[config.mk]
export PLATFORM = sky130hd
export DESIGN_NAME = source_token_scanner_flat
export DESIGN_NICKNAME = d
export VERILOG_FILES = /design/src/design/sts_pkg.sv /design/src/design/sts_src_if.sv /design/src/design/sts_tok_if.sv /design/src/design/source_token_scanner.sv /design/src/flat_wrapper.sv
export SDC_FILE = /design/constraint.sdc
export NUM_CORES = 1
export LEC_CHECK = 0
export BUFFER_PORTS_ARGS = -buffer_cell sky130_fd_sc_hd__buf_2
export CORE_MARGIN = 2
export CORE_UTILIZATION = 52
export CTS_CLUSTER_SIZE = 40
export DETAILED_ROUTE_END_ITERATION = 10
export GPL_TIMING_DRIVEN = 0
export HOLD_SLACK_MARGIN = 0.1
export PLACE_DENSITY_LB_ADDON = 0.2
export SKIP_CTS_REPAIR_TIMING = 1
export SYNTH_ARGS = -nofsm -noshare
export SYNTH_HDL_FRONTEND = slang
export SYNTH_SLANG_ARGS = --single-unit
[constraint.sdc]
create_clock -name clk -period 8.5 [get_ports clk]
set_clock_uncertainty 0.15 [all_clocks]
set_input_delay 1.275 -clock clk [delete_from_list [all_inputs] [get_ports clk]]
set_output_delay 1.275 -clock clk [all_outputs]
set_load 0.05 [all_outputs]
[src/design/sts_pkg.sv]
// ----------------------------------------------------------------------------
// sts_pkg: shared types and constants of the source token scanner
// Token kinds, scan modes, the keyword table and the character classes.
// ----------------------------------------------------------------------------
package sts_pkg;

    localparam int unsigned PREFIX_DEPTH = 11;
    localparam int unsigned PIW          = $clog2(PREFIX_DEPTH);
    localparam int unsigned KW_COUNT     = 18;
    localparam int unsigned FIFO_DEPTH   = 4;

    localparam logic [5:0] KIND_END      = 6'd0;
    localparam logic [5:0] KIND_ERROR    = 6'd1;
    localparam logic [5:0] KIND_NONE     = 6'd0;
    localparam logic [5:0] KIND_COMMENT  = 6'd15;
    localparam logic [5:0] KIND_INTEGER  = 6'd16;
    localparam logic [5:0] KIND_NAME     = 6'd17;
    localparam logic [5:0] KIND_FIRST_KW = 6'd18;

    localparam logic [1:0] FAULT_NONE     = 2'd0;
    localparam logic [1:0] FAULT_NUL      = 2'd1;
    localparam logic [1:0] FAULT_CAPACITY = 2'd2;

    typedef enum logic [4:0] {
        MODE_IDLE    = 5'b00001,
        MODE_SLASH   = 5'b00010,
        MODE_COMMENT = 5'b00100,
        MODE_INTEGER = 5'b01000,
        MODE_NAME    = 5'b10000
    } mode_t;

    typedef struct packed {
        logic [5:0]  kind;
        logic [31:0] start_offset;
        logic [31:0] end_offset;
        logic [10:0] text_length;
        logic [1:0]  fault;
        logic        last_result;
    } result_t;

    // Keyword text is right-justified: the last character sits in byte 0.
    typedef logic [PREFIX_DEPTH-1:0][7:0] kw_text_t;

    localparam kw_text_t KW_TEXT [KW_COUNT] = '{
        "out", "class", "module", "static", "sealed", "public",
        "extends", "private", "foreign", "override", "abstract", "protected",
        "namespace", "structure", "implements", "destructor", "constructor",
        "enumeration"
    };

    localparam int unsigned KW_LEN [KW_COUNT] = '{
        3, 5, 6, 6, 6, 6, 7, 7, 7, 8, 8, 9, 9, 9, 10, 10, 11, 11
    };

    function automatic logic [5:0] punct_kind(input logic [7:0] b);
        logic [5:0] k;
        case (b)
            "=":     k = 6'd2;
            "+":     k = 6'd3;
            "-":     k = 6'd4;
            "*":     k = 6'd5;
            ",":     k = 6'd6;
            ";":     k = 6'd7;
            "{":     k = 6'd8;
            "}":     k = 6'd9;
            "(":     k = 6'd10;
            ")":     k = 6'd11;
            "[":     k = 6'd12;
            "]":     k = 6'd13;
            ".":     k = 6'd14;
            default: k = KIND_NONE;
        endcase
        return k;
    endfunction

    function automatic logic is_decimal(input logic [7:0] b);
        return (b >= "0") && (b <= "9");
    endfunction

    function automatic logic is_name_start(input logic [7:0] b);
        return ((b >= "a") && (b <= "z")) || ((b >= "A") && (b <= "Z")) || (b == "_");
    endfunction

    function automatic logic is_eol(input logic [7:0] b);
        return (b == 8'h0D) || (b == 8'h0A);
    endfunction

    function automatic logic is_blank(input logic [7:0] b);
        return (b == " ") || (b == 8'h09) || is_eol(b);
    endfunction

endpackage

[src/design/sts_src_if.sv]
// ----------------------------------------------------------------------------
// sts_src_if: source byte channel
// Valid/ready channel carrying one source byte or the end marker.
// ----------------------------------------------------------------------------
interface sts_src_if;
    logic       valid;
    logic       ready;
    logic [7:0] byte_req;
    logic       end_of_input;

    modport source (output valid, output byte_req, output end_of_input, input ready);
    modport sink (input valid, input byte_req, input end_of_input, output ready);
endinterface

[src/design/sts_tok_if.sv]
// ----------------------------------------------------------------------------
// sts_tok_if: token channel
// Valid/ready channel carrying one token result.
// ----------------------------------------------------------------------------
interface sts_tok_if;
    logic        valid;
    logic        ready;
    logic [5:0]  kind;
    logic [31:0] start_offset;
    logic [31:0] end_offset;
    logic [10:0] text_length;
    logic [1:0]  fault;
    logic        last_result;

    modport source (
        output valid, output kind, output start_offset, output end_offset,
        output text_length, output fault, output last_result, input ready
    );
    modport sink (
        input valid, input kind, input start_offset, input end_offset,
        input text_length, input fault, input last_result, output ready
    );
endinterface

[src/design/source_token_scanner.sv]
// ----------------------------------------------------------------------------
// source_token_scanner: streaming lexical scanner with keyword table
// Scans source bytes into tokens (punctuators, comments, integers, names and
// keywords) and queues up to two tokens per byte for the token channel.
// ----------------------------------------------------------------------------
//  channel  | dir | transfer moves
//  ---------+-----+----------------------------------------------------------
//  src      | in  | one source byte, or the end marker
//  tokens   | out | one token: kind, offsets, text length, fault, last flag
//
// A byte is scanned in the cycle of its transfer; its tokens land in a
// four-entry result queue and can leave from the next cycle on.
// One byte per cycle holds while tokens are taken and each byte yields at most
// one token; a byte that closes a token and adds a punctuator or error yields
// two, and the queue's single read port sets the pace. src.ready is high while
// the queue has room for two tokens. After reset bytes are taken at once.
// After an end, error or fault token, bytes are taken and dropped until reset.
// ----------------------------------------------------------------------------
module source_token_scanner #(
    parameter int unsigned MAX_TEXT_LENGTH = 1024,
    parameter int unsigned OFFSET_WIDTH    = 32
) (
    input logic      clk,
    input logic      rst_n,
    sts_src_if.sink  src,
    sts_tok_if.source tokens
);

    localparam int unsigned TCW = $clog2(MAX_TEXT_LENGTH + 1);
    localparam int unsigned QPW = $clog2(sts_pkg::FIFO_DEPTH);
    localparam int unsigned QCW = $clog2(sts_pkg::FIFO_DEPTH + 1);
    localparam logic [TCW-1:0] TEXT_CAP = TCW'(MAX_TEXT_LENGTH);
    localparam logic [TCW-1:0] PFX_CAP  = TCW'(sts_pkg::PREFIX_DEPTH);

    function automatic logic [31:0] off_out(input logic [OFFSET_WIDTH-1:0] v);
        logic [OFFSET_WIDTH+31:0] e;
        e = {32'b0, v};
        return e[31:0];
    endfunction

    function automatic logic [10:0] len_out(input logic [TCW-1:0] v);
        logic [TCW+10:0] e;
        e = {11'b0, v};
        return e[10:0];
    endfunction

    function automatic sts_pkg::result_t make_result(
        input logic [5:0]              kind,
        input logic [OFFSET_WIDTH-1:0] start_pos,
        input logic [OFFSET_WIDTH-1:0] end_pos,
        input logic [TCW-1:0]          len,
        input logic [1:0]              fault
    );
        sts_pkg::result_t r;
        r.kind         = kind;
        r.start_offset = off_out(start_pos);
        r.end_offset   = off_out(end_pos);
        r.text_length  = len_out(len);
        r.fault        = fault;
        r.last_result  = 1'b0;
        return r;
    endfunction

    // Scanner state
    sts_pkg::mode_t          mode_reg, mode_next;
    logic                    halted_reg, halted_next;
    logic [OFFSET_WIDTH-1:0] pos_reg, pos_next;
    logic [OFFSET_WIDTH-1:0] tstart_reg, tstart_next;
    logic [OFFSET_WIDTH-1:0] pend_reg, pend_next;
    logic [TCW-1:0]          tcount_reg, tcount_next;
    logic [7:0]              pfx_reg [sts_pkg::PREFIX_DEPTH];

    logic                    pfx_we;
    logic [sts_pkg::PIW-1:0] pfx_idx;

    // Result queue
    sts_pkg::result_t        fifo_reg [sts_pkg::FIFO_DEPTH];
    logic [QPW-1:0]          wr_ptr_reg, wr_ptr_next;
    logic [QPW-1:0]          rd_ptr_reg, rd_ptr_next;
    logic [QCW-1:0]          cnt_reg, cnt_next;

    logic                    accept;
    logic                    pop;
    logic [1:0]              push_cnt;
    logic [7:0]              b;
    logic [OFFSET_WIDTH-1:0] pos_inc;
    logic [5:0]              name_kind;
    logic [5:0]              close_kind;
    logic [5:0]              pk;
    logic                    close_v, main_v;
    sts_pkg::result_t        close_r, main_r, res0, res1, head;

    assign accept  = src.valid && src.ready;
    assign pop     = tokens.valid && tokens.ready;
    assign b       = src.byte_req;
    assign pos_inc = pos_reg + OFFSET_WIDTH'(1);
    assign pk      = sts_pkg::punct_kind(b);

    // Keyword lookup over the saved prefix, all 18 words in parallel.
    always_comb
    begin
        logic hit;
        int   idx;
        name_kind = sts_pkg::KIND_NAME;
        for (int k = 0; k < sts_pkg::KW_COUNT; k++)
        begin
            hit = (tcount_reg == TCW'(sts_pkg::KW_LEN[k]));
            for (int j = 0; j < sts_pkg::PREFIX_DEPTH; j++)
            begin
                idx = (j < sts_pkg::KW_LEN[k]) ? (sts_pkg::KW_LEN[k] - 1 - j) : 0;
                if (j < sts_pkg::KW_LEN[k])
                begin
                    hit = hit && (pfx_reg[j] == sts_pkg::KW_TEXT[k][idx]);
                end
            end
            if (hit)
            begin
                name_kind = sts_pkg::KIND_FIRST_KW + 6'(k);
            end
        end
    end

    always_comb
    begin
        case (mode_reg)
            sts_pkg::MODE_INTEGER: close_kind = sts_pkg::KIND_INTEGER;
            sts_pkg::MODE_NAME:    close_kind = name_kind;
            default:               close_kind = sts_pkg::KIND_COMMENT;
        endcase
    end

    // One scan step for the byte in the current transfer.
    always_comb
    begin
        logic       do_close;
        logic       do_idle;
        logic       do_save;
        logic [1:0] flt;

        mode_next   = mode_reg;
        halted_next = halted_reg;
        pos_next    = pos_reg;
        tstart_next = tstart_reg;
        pend_next   = pend_reg;
        tcount_next = tcount_reg;
        pfx_we      = 1'b0;
        pfx_idx     = '0;
        close_v     = 1'b0;
        main_v      = 1'b0;
        close_r     = make_result(close_kind, tstart_reg, pos_reg, tcount_reg,
                                  sts_pkg::FAULT_NONE);
        main_r      = close_r;
        do_close    = 1'b0;
        do_idle     = 1'b0;
        do_save     = 1'b0;
        flt         = sts_pkg::FAULT_NONE;

        if (!halted_reg)
        begin
            if (src.end_of_input)
            begin
                main_v = 1'b1;
                if (mode_reg == sts_pkg::MODE_SLASH)
                begin
                    pend_next = pos_reg;
                    main_r    = make_result(sts_pkg::KIND_ERROR, tstart_reg, pos_reg,
                                            '0, sts_pkg::FAULT_NONE);
                end
                else
                begin
                    if (mode_reg != sts_pkg::MODE_IDLE)
                    begin
                        close_v   = 1'b1;
                        pend_next = pos_reg;
                    end
                    main_r = make_result(sts_pkg::KIND_END, tstart_reg, pos_reg,
                                         tcount_reg, sts_pkg::FAULT_NONE);
                end
                mode_next   = sts_pkg::MODE_IDLE;
                halted_next = 1'b1;
            end
            else
            begin
                unique case (mode_reg)
                    sts_pkg::MODE_SLASH:
                    begin
                        if (b == "/")
                        begin
                            pos_next  = pos_inc;
                            mode_next = sts_pkg::MODE_COMMENT;
                        end
                        else
                        begin
                            pend_next   = pos_reg;
                            main_v      = 1'b1;
                            main_r      = make_result(sts_pkg::KIND_ERROR, tstart_reg,
                                                      pos_reg, '0, sts_pkg::FAULT_NONE);
                            mode_next   = sts_pkg::MODE_IDLE;
                            halted_next = 1'b1;
                        end
                    end
                    sts_pkg::MODE_COMMENT:
                    begin
                        do_close = sts_pkg::is_eol(b);
                        do_save  = !sts_pkg::is_eol(b);
                    end
                    sts_pkg::MODE_INTEGER:
                    begin
                        do_save  = sts_pkg::is_decimal(b);
                        do_close = !sts_pkg::is_decimal(b);
                    end
                    sts_pkg::MODE_NAME:
                    begin
                        do_save  = sts_pkg::is_decimal(b) || sts_pkg::is_name_start(b);
                        do_close = !do_save;
                    end
                    default:
                    begin
                        do_idle = 1'b1;
                    end
                endcase

                if (do_close)
                begin
                    close_v   = 1'b1;
                    pend_next = pos_reg;
                    mode_next = sts_pkg::MODE_IDLE;
                    do_idle   = 1'b1;
                end

                if (do_idle)
                begin
                    if (sts_pkg::is_blank(b))
                    begin
                        pos_next = pos_inc;
                    end
                    else
                    begin
                        // A new token starts where the previous one ended.
                        tstart_next = pend_next;
                        tcount_next = '0;
                        if (pk != sts_pkg::KIND_NONE)
                        begin
                            pfx_we      = 1'b1;
                            tcount_next = TCW'(1);
                            pos_next    = pos_inc;
                            pend_next   = pos_inc;
                            main_v      = 1'b1;
                            main_r      = make_result(pk, tstart_next, pos_inc, TCW'(1),
                                                      sts_pkg::FAULT_NONE);
                        end
                        else if (b == "/")
                        begin
                            pos_next  = pos_inc;
                            mode_next = sts_pkg::MODE_SLASH;
                        end
                        else if (sts_pkg::is_decimal(b) || sts_pkg::is_name_start(b))
                        begin
                            pfx_we      = 1'b1;
                            tcount_next = TCW'(1);
                            pos_next    = pos_inc;
                            mode_next   = sts_pkg::is_decimal(b) ? sts_pkg::MODE_INTEGER
                                                                 : sts_pkg::MODE_NAME;
                        end
                        else
                        begin
                            main_v      = 1'b1;
                            main_r      = make_result(sts_pkg::KIND_ERROR, tstart_next,
                                                      pos_reg, '0, sts_pkg::FAULT_NONE);
                            pend_next   = pos_reg;
                            halted_next = 1'b1;
                        end
                    end
                end

                if (do_save)
                begin
                    if ((mode_reg == sts_pkg::MODE_COMMENT) && (b == 8'h00))
                    begin
                        flt = sts_pkg::FAULT_NUL;
                    end
                    else if (tcount_reg >= TEXT_CAP)
                    begin
                        flt = sts_pkg::FAULT_CAPACITY;
                    end

                    if (flt != sts_pkg::FAULT_NONE)
                    begin
                        main_v      = 1'b1;
                        main_r      = make_result(sts_pkg::KIND_ERROR, tstart_reg, pos_reg,
                                                  tcount_reg, flt);
                        halted_next = 1'b1;
                    end
                    else
                    begin
                        pfx_we      = (tcount_reg < PFX_CAP);
                        pfx_idx     = tcount_reg[sts_pkg::PIW-1:0];
                        tcount_next = tcount_reg + TCW'(1);
                        pos_next    = pos_inc;
                    end
                end
            end
        end
    end

    always_comb
    begin
        res0             = close_v ? close_r : main_r;
        res0.last_result = !(close_v && main_v);
        res1             = main_r;
        res1.last_result = 1'b1;
        push_cnt         = accept ? ({1'b0, close_v} + {1'b0, main_v}) : 2'd0;
        wr_ptr_next      = wr_ptr_reg + QPW'(push_cnt);
        rd_ptr_next      = rd_ptr_reg + QPW'(pop);
        cnt_next         = cnt_reg + QCW'(push_cnt) - QCW'(pop);
    end

    always_ff @(posedge clk or negedge rst_n)
    begin
        if (!rst_n)
        begin
            mode_reg   <= sts_pkg::MODE_IDLE;
            halted_reg <= 1'b0;
            pos_reg    <= '0;
            tstart_reg <= '0;
            pend_reg   <= '0;
            tcount_reg <= '0;
            wr_ptr_reg <= '0;
            rd_ptr_reg <= '0;
            cnt_reg    <= '0;
        end
        else
        begin
            if (accept)
            begin
                mode_reg   <= mode_next;
                halted_reg <= halted_next;
                pos_reg    <= pos_next;
                tstart_reg <= tstart_next;
                pend_reg   <= pend_next;
                tcount_reg <= tcount_next;
            end
            wr_ptr_reg <= wr_ptr_next;
            rd_ptr_reg <= rd_ptr_next;
            cnt_reg    <= cnt_next;
        end
    end

    always_ff @(posedge clk)
    begin
        if (accept && pfx_we)
        begin
            pfx_reg[pfx_idx] <= b;
        end
    end

    always_ff @(posedge clk)
    begin
        if (push_cnt != 2'd0)
        begin
            fifo_reg[wr_ptr_reg] <= res0;
        end
        if (push_cnt == 2'd2)
        begin
            fifo_reg[wr_ptr_reg + QPW'(1)] <= res1;
        end
    end

    assign head = fifo_reg[rd_ptr_reg];

    assign src.ready           = (cnt_reg <= QCW'(sts_pkg::FIFO_DEPTH - 2));
    assign tokens.valid        = (cnt_reg != '0);
    assign tokens.kind         = head.kind;
    assign tokens.start_offset = head.start_offset;
    assign tokens.end_offset   = head.end_offset;
    assign tokens.text_length  = head.text_length;
    assign tokens.fault        = head.fault;
    assign tokens.last_result  = head.last_result;

`ifndef SYNTHESIS
    a_queue_bound: assert property (@(posedge clk) disable iff (!rst_n)
        cnt_reg <= QCW'(sts_pkg::FIFO_DEPTH))
        else $error("result queue holds more tokens than its depth");

    a_halt_silent: assert property (@(posedge clk) disable iff (!rst_n)
        halted_reg |-> (push_cnt == 2'd0))
        else $error("token produced while the scanner is halted");

    a_halt_sticky: assert property (@(posedge clk) disable iff (!rst_n)
        halted_reg |=> halted_reg)
        else $error("halted scanner resumed without reset");

    a_push_visible: assert property (@(posedge clk) disable iff (!rst_n)
        (push_cnt != 2'd0) |=> tokens.valid)
        else $error("queued token not presented on the token channel");
`endif

endmodule
[src/flat_wrapper.sv]
// flat-port wrapper written by rule: the top's interface ports become plain ports
module source_token_scanner_flat 
#(
    parameter int unsigned MAX_TEXT_LENGTH = 1024,
    parameter int unsigned OFFSET_WIDTH    = 32
)
  (clk, rst_n, src_valid, src_byte_req, src_end_of_input, src_ready, tokens_valid, tokens_kind, tokens_start_offset, tokens_end_offset, tokens_text_length, tokens_fault, tokens_last_result, tokens_ready);
  sts_src_if src_i ();
  sts_tok_if tokens_i ();
  input logic clk;
  input logic rst_n;
  input wire logic [$bits(src_i.valid)-1:0] src_valid;
  input wire logic [$bits(src_i.byte_req)-1:0] src_byte_req;
  input wire logic [$bits(src_i.end_of_input)-1:0] src_end_of_input;
  output wire logic [$bits(src_i.ready)-1:0] src_ready;
  output wire logic [$bits(tokens_i.valid)-1:0] tokens_valid;
  output wire logic [$bits(tokens_i.kind)-1:0] tokens_kind;
  output wire logic [$bits(tokens_i.start_offset)-1:0] tokens_start_offset;
  output wire logic [$bits(tokens_i.end_offset)-1:0] tokens_end_offset;
  output wire logic [$bits(tokens_i.text_length)-1:0] tokens_text_length;
  output wire logic [$bits(tokens_i.fault)-1:0] tokens_fault;
  output wire logic [$bits(tokens_i.last_result)-1:0] tokens_last_result;
  input wire logic [$bits(tokens_i.ready)-1:0] tokens_ready;
  assign src_i.valid = src_valid;
  assign src_i.byte_req = src_byte_req;
  assign src_i.end_of_input = src_end_of_input;
  assign src_ready = src_i.ready;
  assign tokens_valid = tokens_i.valid;
  assign tokens_kind = tokens_i.kind;
  assign tokens_start_offset = tokens_i.start_offset;
  assign tokens_end_offset = tokens_i.end_offset;
  assign tokens_text_length = tokens_i.text_length;
  assign tokens_fault = tokens_i.fault;
  assign tokens_last_result = tokens_i.last_result;
  assign tokens_i.ready = tokens_ready;
  source_token_scanner #(.MAX_TEXT_LENGTH(MAX_TEXT_LENGTH), .OFFSET_WIDTH(OFFSET_WIDTH)) u_core (.clk(clk), .rst_n(rst_n), .src(src_i), .tokens(tokens_i));
endmodule
# --- Word-level counts from Yosys, hierarchy flattened ---
# Memory sizes are Yosys's and may differ from the RTL's.
# Index checks and enable logic that the tools add are counted.
op_classes:
  bitwise_logic: 3
  add_sub_neg: 8
  n_mux: 128
  n_eq_ne: 121
  n_reduce_logical: 165
  magnitude_cmp: 9
ops:
  columns: ["operator", "n"]
  rows:
  - ["84-bit 2-to-1 mux", 12]
  - ["8-bit by 7-bit equality test with 1-bit output, second input constant", 92]
  - ["32-bit 2-to-1 mux", 20]
  - ["1-bit logical AND", 145]
  - ["8-bit by 6-bit equality test with 1-bit output, second input constant", 11]
  - ["79-bit 2-to-1 mux", 1]
  - ["11-bit 2-to-1 mux", 6]
  - ["4-bit one-hot mux with 13 select lines", 1]
  - ["4-bit 2-to-1 mux", 12]
  - ["1-bit 2-to-1 mux", 47]
  - ["5-bit 2-to-1 mux", 9]
  - ["11-bit by 4-bit equality test with 1-bit output, second input constant", 4]
  - ["11-bit by 3-bit equality test with 1-bit output, second input constant", 3]
  - ["32-bit by 1-bit adder with 32-bit output, second input constant", 1]
  - ["8-bit by 4-bit equality test with 1-bit output, second input constant", 3]
  - ["6-bit 2-to-1 mux", 4]
  - ["8-bit by 7-bit greater-or-equal comparator with 1-bit output, second input constant", 2]
  - ["8-bit by 7-bit less-or-equal comparator with 1-bit output, second input constant", 2]
  - ["2-bit 2-to-1 mux", 8]
  - ["3-bit 2-to-1 mux", 5]
  - ["6-bit one-hot mux with 2 select lines", 1]
  - ["11-bit by 1-bit adder with 11-bit output, second input constant", 1]
  - ["11-bit by 2-bit equality test with 1-bit output, second input constant", 1]
  - ["11-bit greater-or-equal comparator, second input constant", 1]
  - ["other kinds (29)", 42]
totals:
  reg_bits: 120
  output_inout_bits: 86
  word_cells: 445
  memories: 2
  in_bits: 13
  ramBits: 424
mem_list:
  columns: ["memory", "depth", "word_bits", "read_ports", "rd_clocked_by_memory_dff", "wr", "line_no", "source"]
  rows:
  - ["u_core.fifo_reg", 4, 84, 1, 0, 2, "source_token_scanner.sv:77", "sts_pkg::result_t fifo_reg [sts_pkg::FIFO_DEPTH];"]
  - ["u_core.pfx_reg", 11, 8, 11, 0, 1, "source_token_scanner.sv:71", "logic [7:0] pfx_reg [sts_pkg::PREFIX_DEPTH];"]

# --- Longest topological paths before layout ---
# An unclocked memory read counts as a cell.
logic_depth:
  word_depth: 37
  mapped_depth: 19

# --- Least setup slack after synthesis ---
# Ideal clock, no wire load.
synth_path:
  path_type: "input port to flip-flop"
  startpoint: "input port src_byte_req[3]"
  endpoint: "memory u_core.fifo_reg[0][49] in the netlist's numbering (data pin)"
  path_slack_ns: 0.473
  path_stages: 18
  setup_ns: 0.153
  t_arrival_ns: 7.723
  path_cell_list: "clkbuf_1 -> or3b_2 -> a2111oi_0 -> a31oi_1 -> nor4b_2 -> o41ai_2 -> inv_2 -> ha_1 -> clkbuf_1 -> o211ai_1 -> nor3_1 -> nor2_1 -> inv_1 -> o21ai_1 -> o21ai_0 -> clkbuf_1 -> nand2_1 -> o21ai_0"
synth_rtl:
  columns: ["item", "line_no", "source"]
  rows:
  - ["start: declaration", "flat_wrapper.sv:13", "input wire logic [$bits(src_i.byte_req)-1:0] src_byte_req;"]
  - ["end: declaration", "source_token_scanner.sv:77", null]

==> results.py <==
metrics = {
    "timing": {
        "tightestPinTransition_ns": 1.50,
        "max_freq_mhz": 122,
        "period_share_pct": 96.0,
        "max_slew_margin_pct": -0.804,
        "whs_ns": 0.331,
        "rsz0062_at_grt": "no",
        "hold_violations": 0,
        "report.final.slew_viol_count": 9,
        "min_period_ns": 8.16,
        "setup_violations": 0,
        "setup_ws_ns": 0.336,
    },
    "pwr": {
        "power_density_mw_per_mm2": 256,
        "seqPwrFrac_pct": 36.9,
        "p_leak_nw": 10.8,
        "p_clk_share_pct": 30.6,
        "swShare_pct": 37.7,
        "combPwrFrac_pct": 32.5,
        "intPower_mw": 5.23,
        "p_switching_mw": 3.16,
        "peakVddDrop_v": 0.000239,
    },
    "setup_path": {
        "rrSetupSlack_ns": 1.07,
        "cp_max_fo": 12,
        "cp_cell_sequence": "buf_2, buf_6, clkbuf_1, nand3b_1, a2111oi_0, a31oi_1, nor4b_2, o41ai_4, inv_2, ha_1, clkbuf_1, o211ai_1, nor2_1, nor2_1, a21oi_1, clkbuf_1, buf_1, nand2_1, a31oi_1",
        "start_kind": "input pin",
        "worst_ep_required_time_ns": 8.81,
        "crit_top_cell": "clkbuf_1",
        "cpMaxStageDelayCell": "a21oi_1",
        "worst_ep_arrival_time_ns": 8.48,
        "path_class": "in2reg",
        "slowest_delay_ns": 1.19,
        "crit_path_end_kind": "register",
    },
    "floorplanning": {
        "die_x_um": 241,
        "design.die.area_sq_mm": 0.0583,
        "core_sq_mm": 0.0554,
        "die_h_um": 241,
        "num_rows": 86,
        "ios": 99,
        "start_util_pct": 52.9,
    },
    "clock_tree": {
        "ctsLongestPathBuffers": 3,
        "insertion_delay_ns": 0.64,
        "cts_max_level": 2,
        "cts_buffers": 56,
        "clkTransAtPathRegs_ns": 0.06,
        "root_buffer": "clkbuf_16",
        "clock_sinks": 544,
        "cts_tree": "yes",
    },
    "drt": {
        "drc": 0,
        "dr_total_vias": 25300,
        "drt_pass1_iterations": 9,
        "drt-vias-per-instance": 6.88,
        "drt_iter0_drc": 3628,
        "wl_per_cell_um": 29.7,
        "final_antenna_net_count": 0,
        "routed_wl_mm": 109,
    },
    "final_layout": {
        "design_area_sq_mm": 0.0328,
        "final_cell_mix": "edfxtp_1 (420), nand2_1 (358), o21ai_0 (306), clkbuf_1 (188), a21oi_1 (174)",
        "final_net_count": 2910,
        "drive_above_1_share_pct": 12.2,
        "final_common_cell": "edfxtp_1",
        "fin_cells": 3683,
        "largest_reg_flops": 336,
        "fillCellCount": 4598,
        "area_delta_synth_final_pct": 12.1,
    },
    "outcome": {
        "status": "complete, but fails checks",
        "violations": "max-capacitance violations, max-slew violations",
    },
    "synthesis": {
        "synth_top_cell_by_area": "edfxtp_1",
        "synth_cells": 2725,
        "ys.flop_type": "edfxtp_1",
        "ys_seq_area_share_pct": 53.6,
        "syn_avg_cell_area_sq_um": 10.8,
        "synth_top_area_share_pct": 43.1,
        "synth_area_sq_mm": 0.0293,
        "ys_warn_count": 0,
        "async_reset_ff_share_pct": 22.1,
        "synth.area.top_cells": "edfxtp_1 (43%), dfrtp_1 (10%), mux4_2 (6.5%)",
        "synth-edff-count": 420,
        "ys_types": 92,
        "mappedNetlistNets": 2750,
        "ys_ff_latch": 544,
    },
    "grt": {
        "grt_overflow": 0,
        "grt_max_degree": 84,
        "grt_pass1_vias": 23800,
        "grt_pass1_wl_mm": 159,
        "grt_use_total_pct": 37.5,
        "antenna_found_initial": 1,
    },
    "placement": {
        "numPortBuffers": 97,
        "dp.cells": 3575,
        "place_ws_ns": -0.751,
        "gp_congestion": 1.01,
        "hpwlAfterDp_mm": 78.5,
        "place_area_sq_mm": 0.0309,
    },
    "flow_run": {
        "maxCapViolCount": 1,
    },
    "min_path": {
        "hp-class": "reg2reg",
    },
}
-- through the flow --
stage / utilization (%) / total power [mW] / setup TNS [ns]
finish: 59.2 / 8.39 / 0
global route: 59.2 / 8.64 / 0
CTS: 59.2 / 8.36 / -1.78
detailed placement: 55.8 / 5.84 / -42.59
global placement: 55.4 / 5.80 / -862.23
floorplan: - / 5.05 / 0
-- routing by layer --
layer	GRT usage, %	routed length (um)
met5	1.26	101
met4	13.0	4160
met3	9.55	13500
met2	55.6	47500
met1	53.7	44100
-- worst max-delay path: cells and delay by family --
| family | cells | cell delay, ns |
|---|---|---|
| and+or+nand+nor | 5 | 1.16 |
| AOI/OAI and AO/OA | 6 | 3.05 |
| buffers and inverters | 7 | 2.66 |
| adders and majority gates | 1 | 0.32 |
-- Yosys cell counts (all sizes together), types with 12 or more instances --
| cell | instances |
|---|---|
| a21o | 22 |
| a21oi | 174 |
| a22o | 14 |
| a311oi | 52 |
| a31oi | 75 |
| and2 | 37 |
| and3 | 27 |
| and4b | 13 |
| buf | 34 |
| clkbuf | 179 |
| dfrtp | 119 |
| edfxtp | 420 |
| inv | 24 |
| mux2i | 39 |
| mux4 | 84 |
| nand2 | 358 |
| nand2b | 13 |
| nand3 | 64 |
| nand4 | 46 |
| nor2 | 165 |
| nor2b | 39 |
| nor3 | 63 |
| nor3b | 12 |
| nor4 | 44 |
| nor4bb | 20 |
| o21ai | 315 |
| o31ai | 13 |
| or3 | 31 |
| xor2 | 30 |
-- final cells by class --
cell class	instances	area [sq um]	share of cell area [%]
Multi-Input combinational cell	1943	12700	38.8
Tap cell	748	936	2.85
Inverter	25	104	0.316
Clock inverter	36	368	1.12
Clock buffer	70	1530	4.65
Antenna cell	2	5.00	0.0152
Buffer	213	841	2.56
Sequential cell	544	15700	47.8
Timing Repair Buffer	102	629	1.92
-- worst paths after layout --
path | startpoint | end | depth (start not counted)
setup / recovery | src_byte_req[1] | u_core.fifo_reg[1][43] | 19
hold / removal | u_core.fifo_reg[0][0] | u_core.fifo_reg[0][0] | 1
setup reg to reg | u_core.mode_reg[0] | u_core.fifo_reg[1][43] | 18
hold reg to reg | u_core.fifo_reg[0][0] | u_core.fifo_reg[0][0] | 1
max in group asynchronous | rst_n | u_core.tstart_reg[4] | 2
min in group asynchronous | rst_n | u_core.tcount_reg[2] | 1
-- kinds of logic after synthesis --
family          synth area share, %
xor+xnor                       1.23
mux                            7.83
simple gates                   17.7
compound gates                 16.0
fa+ha+maj                     0.538
buf+inv                        3.19
flops                          53.6
-- power groups by stage --
stage                     clock, mW  combinational (mW)  sequential, mW
after floorplan                   0                1.94            3.11
after CTS                      2.57                2.70            3.09
after global routing           2.67                2.85            3.11
after detailed placement          0                2.69            3.14
final                          2.57                2.72            3.10
after global placement            0                2.66            3.14
(Power assumes the default switching activity.)
